<file path="config.mk">
export PLATFORM = sky130hd
export DESIGN_NAME = utf8_to_utf16_stream_decoder_core
export DESIGN_NICKNAME = d
export VERILOG_FILES = /design/src/rtl/u8u16_pkg.sv /design/src/rtl/utf8_to_utf16_stream_decoder_core.sv
export VERILOG_INCLUDE_DIRS = /design/src /design/src/rtl
export SDC_FILE = /design/constraint.sdc
export NUM_CORES = 1
export LEC_CHECK = 0
export ABC_AREA = 1
export BUFFER_PORTS_ARGS = -buffer_cell sky130_fd_sc_hd__buf_2
export CAP_MARGIN = 15
export CELL_PAD_IN_SITES_DETAIL_PLACEMENT = 1
export CELL_PAD_IN_SITES_GLOBAL_PLACEMENT = 1
export CORE_MARGIN = 2
export CORE_UTILIZATION = 38
export CTS_BUF_LIST = sky130_fd_sc_hd__clkbuf_8
export DETAILED_ROUTE_END_ITERATION = 8
export PLACE_DENSITY_LB_ADDON = 0.15
export SYNTH_ARGS = -nofsm -noshare
export SYNTH_HDL_FRONTEND = slang
export SYNTH_SLANG_ARGS = --single-unit
</file>
<file path="constraint.sdc">
create_clock -name clock -period 2 [get_ports clock]
set_input_delay 0 -clock clock [delete_from_list [all_inputs] [get_ports clock]]
set_output_delay 0 -clock clock [all_outputs]
set_load 0.005 [all_outputs]
</file>
<file path="src/rtl/utf8_to_utf16_stream_decoder_core_macros.svh">
// Assertion macros for the UTF-8 to UTF-16 stream decoder.
`ifndef UTF8_TO_UTF16_STREAM_DECODER_CORE_MACROS_SVH
`define UTF8_TO_UTF16_STREAM_DECODER_CORE_MACROS_SVH

// Checked at every clock edge outside reset.
`define U8U16_ASSERT(lbl, clk, rst, prop, msg) \
   lbl: assert property (@(posedge clk) disable iff (rst) (prop)) else $error(msg);

// Checked at every clock edge, reset included.
`define U8U16_ASSERT_ALWAYS(lbl, clk, prop, msg) \
   lbl: assert property (@(posedge clk) (prop)) else $error(msg);

`endif

</file>
<file path="src/rtl/u8u16_pkg.sv">
// Types and constants for the UTF-8 to UTF-16 stream decoder.
package u8u16_pkg;

   localparam int CSR_INDEX_W = 1;
   localparam int CSR_DATA_W  = 16;

   localparam logic [CSR_INDEX_W-1:0] CSR_STRIP_BOM   = 1'd0;
   localparam logic [CSR_INDEX_W-1:0] CSR_REPLACEMENT = 1'd1;

   localparam logic [15:0] REPLACEMENT_RESET = 16'hFFFD;

   localparam logic [7:0] BOM_BYTE0 = 8'hEF;
   localparam logic [7:0] BOM_BYTE1 = 8'hBB;
   localparam logic [7:0] BOM_BYTE2 = 8'hBF;

   localparam logic [1:0] STATUS_OK       = 2'd0;
   localparam logic [1:0] STATUS_BAD_BOM  = 2'd1;
   localparam logic [1:0] STATUS_BAD_UTF8 = 2'd2;

   localparam logic [20:0] CP_MIN_2BYTE = 21'h00080;
   localparam logic [20:0] CP_MIN_3BYTE = 21'h00800;
   localparam logic [20:0] CP_MIN_4BYTE = 21'h10000;
   localparam logic [20:0] CP_MAX       = 21'h10FFFF;
   localparam logic [20:0] SURR_LO      = 21'h0D800;
   localparam logic [20:0] SURR_HI      = 21'h0DFFF;

   localparam logic [5:0] HIGH_SURR_TAG = 6'b110110;
   localparam logic [5:0] LOW_SURR_TAG  = 6'b110111;

   typedef struct packed {
      logic [15:0] first_unit;
      logic [15:0] second_unit;
      logic [1:0]  unit_count;
      logic [1:0]  status;
   } result_type;

endpackage

</file>
<file path="src/rtl/utf8_to_utf16_stream_decoder_core.sv">
// UTF-8 to UTF-16 stream decoder: one byte per beat, zero or one result per byte.
// A result appears on the rsp_ channel the cycle after its byte is accepted, held
// in a single output register; req_ready is high while that register is empty or
// being drained in the same cycle, so throughput is one byte per cycle while
// rsp_ready stays high. Decode state, BOM detection and the completion checks are
// all resolved in the accepting cycle.
`include "utf8_to_utf16_stream_decoder_core_macros.svh"

module utf8_to_utf16_stream_decoder_core
   import u8u16_pkg::*;
(
   input  logic                   clock,
   input  logic                   reset,
   input  logic                   req_valid,
   output logic                   req_ready,
   input  logic [7:0]             req_data_byte,
   input  logic                   req_stream_start,
   output logic                   rsp_valid,
   input  logic                   rsp_ready,
   output logic [15:0]            rsp_first_unit,
   output logic [15:0]            rsp_second_unit,
   output logic [1:0]             rsp_unit_count,
   output logic [1:0]             rsp_status,
   input  logic                   csr_valid,
   output logic                   csr_ready,
   input  logic [CSR_INDEX_W-1:0] csr_index,
   input  logic [CSR_DATA_W-1:0]  csr_wdata
);

   logic        strip_bom_ff;
   logic [15:0] replacement_ff;

   logic [1:0]  bom_phase_ff, bom_phase_in;
   logic        bom_window_ff, bom_window_in;
   logic [1:0]  trail_ff, trail_in;
   logic [1:0]  seq_len_ff, seq_len_in;
   logic [20:0] acc_ff, acc_in;

   logic        rsp_valid_ff, rsp_valid_in;
   result_type  rsp_data_ff, rsp_data_in;

   logic        accept;
   logic [1:0]  cur_phase;
   logic        cur_window;
   logic [1:0]  cur_trail;
   logic [1:0]  cur_len;
   logic [20:0] cur_acc;
   logic [7:0]  b;

   logic [20:0] cp;
   logic [20:0] cp_lower;
   logic [19:0] cp_off;
   logic        fin_valid;
   result_type  fin_res;
   logic        res_valid;
   result_type  res;

   logic        rsp_err_beat;
   logic        rsp_ok_beat;
   logic        rsp_pair_beat;
   logic        units_zero;
   logic        units_present;
   logic        pair_tags;
   logic        seq_open;
   logic        trail_fits;
   logic        bom_busy;
   logic        bom_ok;

   assign req_ready = !rsp_valid_ff || rsp_ready;
   assign accept    = req_valid && req_ready;
   assign csr_ready = 1'b1;
   assign b         = req_data_byte;

   assign cur_phase  = req_stream_start ? 2'd0 : bom_phase_ff;
   assign cur_window = req_stream_start ? 1'b1 : bom_window_ff;
   assign cur_trail  = req_stream_start ? 2'd0 : trail_ff;
   assign cur_len    = req_stream_start ? 2'd0 : seq_len_ff;
   assign cur_acc    = req_stream_start ? 21'd0 : acc_ff;

   // completion of a sequence on the last continuation byte
   assign cp     = {cur_acc[14:0], b[5:0]};
   assign cp_off = 20'(cp - CP_MIN_4BYTE);

   always_comb begin
      unique case (cur_len)
         2'd1:    cp_lower = CP_MIN_2BYTE;
         2'd2:    cp_lower = CP_MIN_3BYTE;
         default: cp_lower = CP_MIN_4BYTE;
      endcase
   end

   always_comb begin
      fin_valid = 1'b1;
      fin_res   = '0;
      if (cp < cp_lower || cp > CP_MAX) begin
         fin_res.status = STATUS_BAD_UTF8;
      end else if (cp >= SURR_LO && cp <= SURR_HI) begin
         fin_res.first_unit = replacement_ff;
         fin_res.unit_count = 2'd1;
      end else if (cp < CP_MIN_4BYTE) begin
         fin_res.first_unit = cp[15:0];
         fin_res.unit_count = 2'd1;
      end else begin
         fin_res.first_unit  = {HIGH_SURR_TAG, cp_off[19:10]};
         fin_res.second_unit = {LOW_SURR_TAG, cp_off[9:0]};
         fin_res.unit_count  = 2'd2;
      end
   end

   always_comb begin
      bom_phase_in  = bom_phase_ff;
      bom_window_in = bom_window_ff;
      trail_in      = trail_ff;
      seq_len_in    = seq_len_ff;
      acc_in        = acc_ff;
      res_valid     = 1'b0;
      res           = '0;
      if (accept) begin
         bom_phase_in  = 2'd0;
         bom_window_in = 1'b0;
         trail_in      = cur_trail;
         seq_len_in    = cur_len;
         acc_in        = cur_acc;
         if (cur_window && strip_bom_ff && cur_phase == 2'd0 && b == BOM_BYTE0) begin
            bom_phase_in  = 2'd1;
            bom_window_in = 1'b1;
         end else if (cur_window && strip_bom_ff && cur_phase == 2'd1) begin
            if (b == BOM_BYTE1) begin
               bom_phase_in  = 2'd2;
               bom_window_in = 1'b1;
            end else begin
               res_valid  = 1'b1;
               res.status = STATUS_BAD_BOM;
            end
         end else if (cur_window && strip_bom_ff && cur_phase != 2'd0) begin
            if (b != BOM_BYTE2) begin
               res_valid  = 1'b1;
               res.status = STATUS_BAD_BOM;
            end
         end else if (cur_trail != 2'd0) begin
            if (b[7:6] != 2'b10) begin
               trail_in   = 2'd0;
               seq_len_in = 2'd0;
               acc_in     = '0;
               res_valid  = 1'b1;
               res.status = STATUS_BAD_UTF8;
            end else if (cur_trail == 2'd1) begin
               trail_in   = 2'd0;
               seq_len_in = 2'd0;
               acc_in     = '0;
               res_valid  = fin_valid;
               res        = fin_res;
            end else begin
               trail_in = cur_trail - 2'd1;
               acc_in   = cp;
            end
         end else if (b[7] == 1'b0) begin
            res_valid      = 1'b1;
            res.first_unit = {8'd0, b};
            res.unit_count = 2'd1;
         end else if (b[7:5] == 3'b110) begin
            acc_in     = {16'd0, b[4:0]};
            seq_len_in = 2'd1;
            trail_in   = 2'd1;
         end else if (b[7:4] == 4'b1110) begin
            acc_in     = {17'd0, b[3:0]};
            seq_len_in = 2'd2;
            trail_in   = 2'd2;
         end else if (b[7:3] == 5'b11110) begin
            acc_in     = {18'd0, b[2:0]};
            seq_len_in = 2'd3;
            trail_in   = 2'd3;
         end else begin
            trail_in   = 2'd0;
            seq_len_in = 2'd0;
            acc_in     = '0;
            res_valid  = 1'b1;
            res.status = STATUS_BAD_UTF8;
         end
      end
   end

   always_comb begin
      rsp_valid_in = rsp_valid_ff;
      rsp_data_in  = rsp_data_ff;
      if (accept) begin
         rsp_valid_in = res_valid;
         rsp_data_in  = res;
      end else if (rsp_ready) begin
         rsp_valid_in = 1'b0;
      end
   end

   always_ff @(posedge clock) begin
      if (reset) begin
         strip_bom_ff   <= 1'b0;
         replacement_ff <= REPLACEMENT_RESET;
         bom_phase_ff   <= 2'd0;
         bom_window_ff  <= 1'b1;
         trail_ff       <= 2'd0;
         seq_len_ff     <= 2'd0;
         acc_ff         <= '0;
         rsp_valid_ff   <= 1'b0;
      end else begin
         if (csr_valid && csr_ready) begin
            unique case (csr_index)
               CSR_STRIP_BOM:   strip_bom_ff   <= csr_wdata[0];
               CSR_REPLACEMENT: replacement_ff <= csr_wdata;
               default:         ;
            endcase
         end
         bom_phase_ff  <= bom_phase_in;
         bom_window_ff <= bom_window_in;
         trail_ff      <= trail_in;
         seq_len_ff    <= seq_len_in;
         acc_ff        <= acc_in;
         rsp_valid_ff  <= rsp_valid_in;
      end
   end

   always_ff @(posedge clock) begin
      rsp_data_ff <= rsp_data_in;
   end

   assign rsp_valid       = rsp_valid_ff;
   assign rsp_first_unit  = rsp_data_ff.first_unit;
   assign rsp_second_unit = rsp_data_ff.second_unit;
   assign rsp_unit_count  = rsp_data_ff.unit_count;
   assign rsp_status      = rsp_data_ff.status;

   assign rsp_err_beat  = rsp_valid_ff && rsp_data_ff.status != STATUS_OK;
   assign rsp_ok_beat   = rsp_valid_ff && rsp_data_ff.status == STATUS_OK;
   assign rsp_pair_beat = rsp_valid_ff && rsp_data_ff.unit_count == 2'd2;
   assign units_zero    = rsp_data_ff.unit_count == 2'd0 && rsp_data_ff.first_unit == 16'd0
                          && rsp_data_ff.second_unit == 16'd0;
   assign units_present = rsp_data_ff.unit_count == 2'd1 || rsp_data_ff.unit_count == 2'd2;
   assign pair_tags     = rsp_data_ff.first_unit[15:10] == HIGH_SURR_TAG
                          && rsp_data_ff.second_unit[15:10] == LOW_SURR_TAG;
   assign seq_open      = trail_ff != 2'd0;
   assign trail_fits    = seq_len_ff != 2'd0 && trail_ff <= seq_len_ff;
   assign bom_busy      = bom_phase_ff != 2'd0;
   assign bom_ok        = !seq_open && bom_window_ff;

   `U8U16_ASSERT(a_err_zero, clock, reset, rsp_err_beat |-> units_zero, "error beat carries units")
   `U8U16_ASSERT(a_ok_units, clock, reset, rsp_ok_beat |-> units_present, "ok beat without units")
   `U8U16_ASSERT(a_pair_form, clock, reset, rsp_pair_beat |-> pair_tags, "malformed surrogate pair")
   `U8U16_ASSERT(a_trail_len, clock, reset, seq_open |-> trail_fits, "trail count exceeds length")
   `U8U16_ASSERT(a_bom_no_seq, clock, reset, bom_busy |-> bom_ok, "BOM match during a sequence")

endmodule
</file>
# --- Word-level counts from Yosys, hierarchy flattened ---
# Index checks and enable logic that the tools add are counted.
totals:
  wordCells: 129
  output_inout_bits: 39
  regBits: 82
  inputBits: 31
op_classes:
  bitwise_logic: 3
  reduce_logical: 19
  n_eq_ne: 11
  mux: 76
  n_addsub: 2
  magnitude_cmp: 5
op_table:
  columns: ["cell", "n"]
  rows:
  - ["$mux 21", 10]
  - ["$mux 16", 5]
  - ["$mux 34", 2]
  - ["$mux 2", 33]
  - ["$mux 36", 1]
  - ["$pmux 17 s2", 1]
  - ["$ge 21x16->1 const B", 1]
  - ["$gt 21x21->1 const B", 1]
  - ["$le 21x16->1 const B", 1]
  - ["$lt 21x17->1", 1]
  - ["$lt 21x17->1 const B", 1]
  - ["$mux 1", 21]
  - ["$sub 20x17->20 const B", 1]
  - ["$eq 8x8->1 const B", 2]
  - ["$reduce_or 9->1", 1]
  - ["$ne 8x8->1 const B", 1]
  - ["$reduce_or 8->1", 1]
  - ["$logic_and 1x1->1", 7]
  - ["$mux 7", 1]
  - ["$eq 2x1->1 const B", 3]
  - ["$reduce_bool 2->1", 3]
  - ["$eq 5x5->1 const B", 1]
  - ["$eq 4x4->1 const B", 1]
  - ["$mux 4", 1]
  - ["11 further kinds", 15]

# --- Logic depth before layout (Yosys ltp) ---
logic_depth:
  word_depth: 11
  ltp_mapped: 18

# --- Worst setup path after synthesis ---
# OpenSTA, ideal clock, no wires.
synth_timing:
  path_type: "register to register"
  start: "register seq_len_ff[0]"
  end: "register rsp_data_ff (netlist bit rsp_second_unit[7]) (data pin)"
  stages_incl_launch_ff: 15
  path_buffers: 1
  path_slack_ns: 0.039
  period_less_slack_ns: 1.961
  arrival_ns: 1.706
  path_cell_list: "dfxtp_1 > inv_1 > nor2_1 > ha_1 > inv_1 > ha_1 > nand2_1 > nand2_1 > nor3_1 > nand2_1 > nand2_1 > inv_1 > nand3b_1 > buf_4 > nor2_1"
synth_between:
  elab_chain_len: 6
  word_cells_on_any_way: 7
synth_rtl:
  columns: ["element", "line_no", "source"]
  rows:
  - ["start: declaration", "utf8_to_utf16_stream_decoder_core.sv:36", "logic [1:0] seq_len_ff, seq_len_in;"]
  - ["start signal: assignment", "utf8_to_utf16_stream_decoder_core.sv:215", "seq_len_ff <= seq_len_in;"]
  - ["$mux 2 (*)", "utf8_to_utf16_stream_decoder_core.sv:77", "assign cur_len = req_stream_start ? 2'd0 : seq_len_ff;"]
  - ["$eq 2x2->1 / $eq 2x1->1 (equally long branches)", "utf8_to_utf16_stream_decoder_core.sv:85", "unique case (cur_len)"]
  - ["$pmux 17 s2 (*)", "utf8_to_utf16_stream_decoder_core.sv:85", null]
  - ["$lt 21x17->1 (*)", "utf8_to_utf16_stream_decoder_core.sv:95", "if (cp < cp_lower || cp > CP_MAX) begin"]
  - ["$logic_or 1x1->1 (*)", "utf8_to_utf16_stream_decoder_core.sv:95", null]
  - ["$reduce_or 9->1 (no line) (*)", null, null]
  - ["end signal: assignment", "utf8_to_utf16_stream_decoder_core.sv:222", "rsp_data_ff <= rsp_data_in;"]
  - ["end: declaration", "utf8_to_utf16_stream_decoder_core.sv:40", "result_type rsp_data_ff, rsp_data_in;"]
# Every way passes the cells marked *; elsewhere a longest branch is shown, timed or not.
# A chain may end at the register's enable or synchronous reset.

# --- Worst setup path in the final report ---
layout_timing:
  start: "register seq_len_ff[0]"
  end: "register rsp_data_ff (netlist bit rsp_second_unit[2]) (data pin)"
# The elaborated chain is that of the path after synthesis.

==> summary.md <==
| Metric | Value |
|---|---|
| Remaining Overflow, GRT | `0` |
| Critical-path top delay cell | `dfxtp_2` |
| Initial Util | `39.28%` |
| Worst Path Buf+Inv | `4` |
| Antenna viol nets, final | `0` |
| Worst path required time | `2130 ps` |
| Yosys reg bits | `70` |
| Port bufs | `67` |
| Final Max Slew Viols | `0` |
| PwrDens | `roughly 650 nW/um2` |
| Slew margin rel. | `between 50 and 60%` |
| Antenna cells | `0` |
| Synthesis Warnings | `0` |
| Worst Hold Class | `in2reg` |
| Cell Area, Synth | `approximately 4000 um2` |
| Maxcap violations | `0` |
| Pre-CTS setup slack | `-199.6 ps` |
| Final nets | `741` |
| CTS tree | `yes` |
| Reg area | `1704 um2` |
| Top sig layer | `met4` |
| Crit-path max cell delay | `350 ps` |
| Post-route insts no fill | `about 840` |
| Largest net degree at the start of global routing | `57` |
| Layout cells sized above 1 | `between 20 and 30%` |
| Final Hold Fails | `0` |
| Vias in the first global route | `around 4500` |
| Clock buffer depth | `2` |
| Clock root cell | `clkbuf_8` |
| # fillers | `1326` |
| Setup ws final | `-48.46 ps` |
| Placed cells | `approximately 800` |
| Final instance area | `~5400 um2` |
| Comb pwr share | `22.5%` |
| Clock power frac | `between 30% and 40%` |
| Clk_lat worst skew | `370 ps` |
| Chip width | `107.3 um` |
| CTS buffer count | `9` |
| Detailed Route WL | `14.28 mm` |
| Num Clock Sinks | `70` |
| Seq/Total Area, Yosys | `between 40% and 50%` |
| H-tree Lvls | `3` |
| Fmax | `approximately 0.49 GHz` |
| Syn_area_per_cell | `between 7 and 8 um2` |
| Status | `finished, violations left` |
| 1st-iter DRT viols | `between 200 and 250` |
| Multi-input gate area | `2001 um2` |
| # DRC | `0` |
| Worst Setup End Kind | `flip-flop` |
| Reg clk slew, reported paths | `roughly 70 ps` |
| Drt first pass iters | `5` |
| Crit path cell chain | `inv_2 > nor2_4 > ha_4 > inv_4 > ha_4 > nand2_2 > nor2_2 > nor3_2 > nand2_2 > nand2_2 > inv_2 > nand3b_1 > buf_6 > nor2_2` |
| Die Span Y | `107.3 um` |
| Vias per cell | `5.066` |
| Worst slew pin tran | `about 630 ps` |
| Failing checks | `setup timing` |
| Gr usage total | `25.64%` |
| Worst VDD drop | `0.0003676 V` |
| Startpoint Class | `flip-flop` |
| Io pins | `70` |
| Final Critical Period | `slightly above 2000 ps` |
| Row cnt | `37` |
| Syn_nets | `606` |
| Final HPWL DP | `10.45 mm` |
| Arrival @ worst endpoint | `about 2200 ps` |
| Crit Path Max Fanout | `6` |
| Net Switching | `1100 uW` |
| First-pass GRT wire length | `22.67 mm` |
| Worst clock skew | `15.37 ps` |
| Top delay family on crit path | `simple AND/OR/NAND/NOR gates` |
| Post-Syn Instances | `567` |
| Switch share | `a little under a third` |
| Yosys cell types | `36` |
| Critical path class | `reg2reg` |
| Core area | `10320 um2` |
| Static leakage | `0.002602 uW` |
| Die area | `between 10000 and 15000 um2` |
| Number of antenna violations at the first check in global routing | `0` |
| R2r setup slk | `-50 ps` |
| Met2 wire length | `7.084 mm` |
| Final Wtd Congestion | `0.8516` |
| Drt wl/cell | `about 17 um` |
| Final Setup Violations | `20` |
| Internal power | `~2400 uW` |
| CP most frequent cell | `nand2_2` |
| Area after DPL | `4852 um2` |
| Metal-1 WL | `around 6.3 mm` |
| Fin crit share | `102.4%` |
| RSZ-0062 raised after global routing | `yes` |
| Seq pwr share | `46.8%` |
| Area Growth Syn to Fin | `32.89%` |
| Metal3 WL | `~600 um` |
| Vias | `4271` |
==> registers in the layout, summed over array words and instances (netlist names), 2 cells and up <==
register and count:
replacement_ff 16, rsp_first_unit 16, acc_ff 15, rsp_second_unit 11, bom_phase_ff 2, rsp_status 2
seq_len_ff 2, trail_ff 2
==> cell usage in the layout (no fill, tap or decap), types with 29 or more instances in the layout <==
cell type	Yosys	final
nand3_1	49	49
inv_1	64	60
nand2_1	145	138
a21oi_1	31	29
o21ai_0	42	42
dfxtp_1	40	38
buf_4	9	56
nor2_1	72	61
edfxtp_1	30	30
buf_2	3	67
==> per-stage QoR <==
step / total power (uW) / setup TNS (ps) / utilization, % / hold slack [ps]
6_report: 3477 / -554.6 / 52.20 / 59.66
5_1_grt: 3660 / -2873 / 52.20 / 45.44
4_1_cts: 3469 / -945.3 / 51.48 / 44.05
3_3_place_gp: 2345 / -2828 / 47.00 / 197.8
3_5_place_dp: 2367 / -4610 / 47.00 / 204.5
2_1_floorplan: 2066 / 0 / - / 101.6
==> cells in the mapped netlist <==
cell | n | share of area, %
nand2_1 | 145 | 13
nor2_1 | 72 | 6.7
inv_1 | 64 | 5.9
nand3_1 | 49 | 6.0
o21ai_0 | 42 | 5.2
dfxtp_1 | 40 | 20
a21oi_1 | 31 | 3.8
edfxtp_1 | 30 | 22
clkbuf_1 | 11 | 1.0
nor3_1 | 11 | 1.4
buf_4 | 9 | 1.7
ha_1 | 8 | 2.5
nand2_2 | 5 | 0.77
nand2_4 | 5 | 1.4
nor2_2 | 5 | 0.77
o211ai_1 | 5 | 0.93
buf_6 | 4 | 1.1
nand4_1 | 4 | 0.62
buf_2 | 3 | 0.37
o21ai_1 | 3 | 0.37
conb_1 | 2 | 0.19
nand3b_1 | 2 | 0.37
o21a_1 | 2 | 0.37
o21ai_2 | 2 | 0.43
o22ai_1 | 2 | 0.31
a211oi_1 | 1 | 0.19
a31oi_1 | 1 | 0.15
buf_12 | 1 | 0.49
clkinv_1 | 1 | 0.092
inv_2 | 1 | 0.092
inv_6 | 1 | 0.22
nand3_2 | 1 | 0.25
o21ai_4 | 1 | 0.40
o21bai_1 | 1 | 0.19
o31ai_1 | 1 | 0.19
xnor2_1 | 1 | 0.22
==> layer usage <==
layer | up-vias | global-route usage [%]
met2 | 104 | 44.58
met1 | 2040 | 31.48
met4 | 0 | 10.11
met3 | 27 | 4.358
li1 | 2100 | -
met5 | - | 0
==> power groups by stage <==
stage | Sequential [uW] | Combinational [uW] | Clock (uW)
2_1_floorplan | 1650 | 414 | 0
3_3_place_gp | 1660 | 688 | 0
3_5_place_dp | 1660 | 708 | 0
4_1_cts | 1630 | 757 | 1080
5_1_grt | 1640 | 869 | 1150
6_report | 1630 | 781 | 1070
==> layout make-up <==
cell class                      count  area share, %
Multi-Input combinational cell    402          37.13
Sequential cell                    70          31.62
Timing Repair Buffer              152          20.01
Inverter                           67          4.806
Tap cell                          136          3.158
Clock buffer                       10          2.554
Clock inverter                      6         0.7198
==> logic make-up (layout without fill, tap and decap cells) <==
logic type / Yosys count / after routing / synth area share, %
buffers and inverters: 95 / 235 / 10.98
XOR/XNOR: 1 / 1 / 0.2160
flip-flops: 70 / 70 / 41.96
adder cells (fa/ha/maj): 8 / 8 / 2.468
other: 2 / 2 / 0.1852
AO/OA/AOI/OAI: 92 / 92 / 12.53
AND/OR/NAND/NOR: 299 / 299 / 31.66
==> path summary, 6_finish.rpt <==
path | start | cells past startpoint | endpoint
max | seq_len_ff[0]$_SDFFE_PP0P_ | 14 | rsp_second_unit[2]$_SDFFCE_PP0P_
max reg2reg | seq_len_ff[0]$_SDFFE_PP0P_ | 14 | rsp_second_unit[2]$_SDFFCE_PP0P_
min reg2reg | replacement_ff[4]$_SDFFE_PP1P_ | 2 | replacement_ff[4]$_SDFFE_PP1P_
min | req_data_byte[3] | 3 | rsp_first_unit[3]$_SDFFCE_PP0P_
==> tightest hold or removal path, cell delays in order <==
cell     delay, ps
buf_2          130
nand3_1        110
nand2_1         80
==> what timing repair did <==
action	4_1_cts	5_1_grt
pin swaps	5	7
setup endpoints to repair	29	37
setup buffers	1	1
hold buffers	24	0
gates resized for setup	15	20
endpoints found under the hold margin	24	0
(Power assumes the default switching activity.)
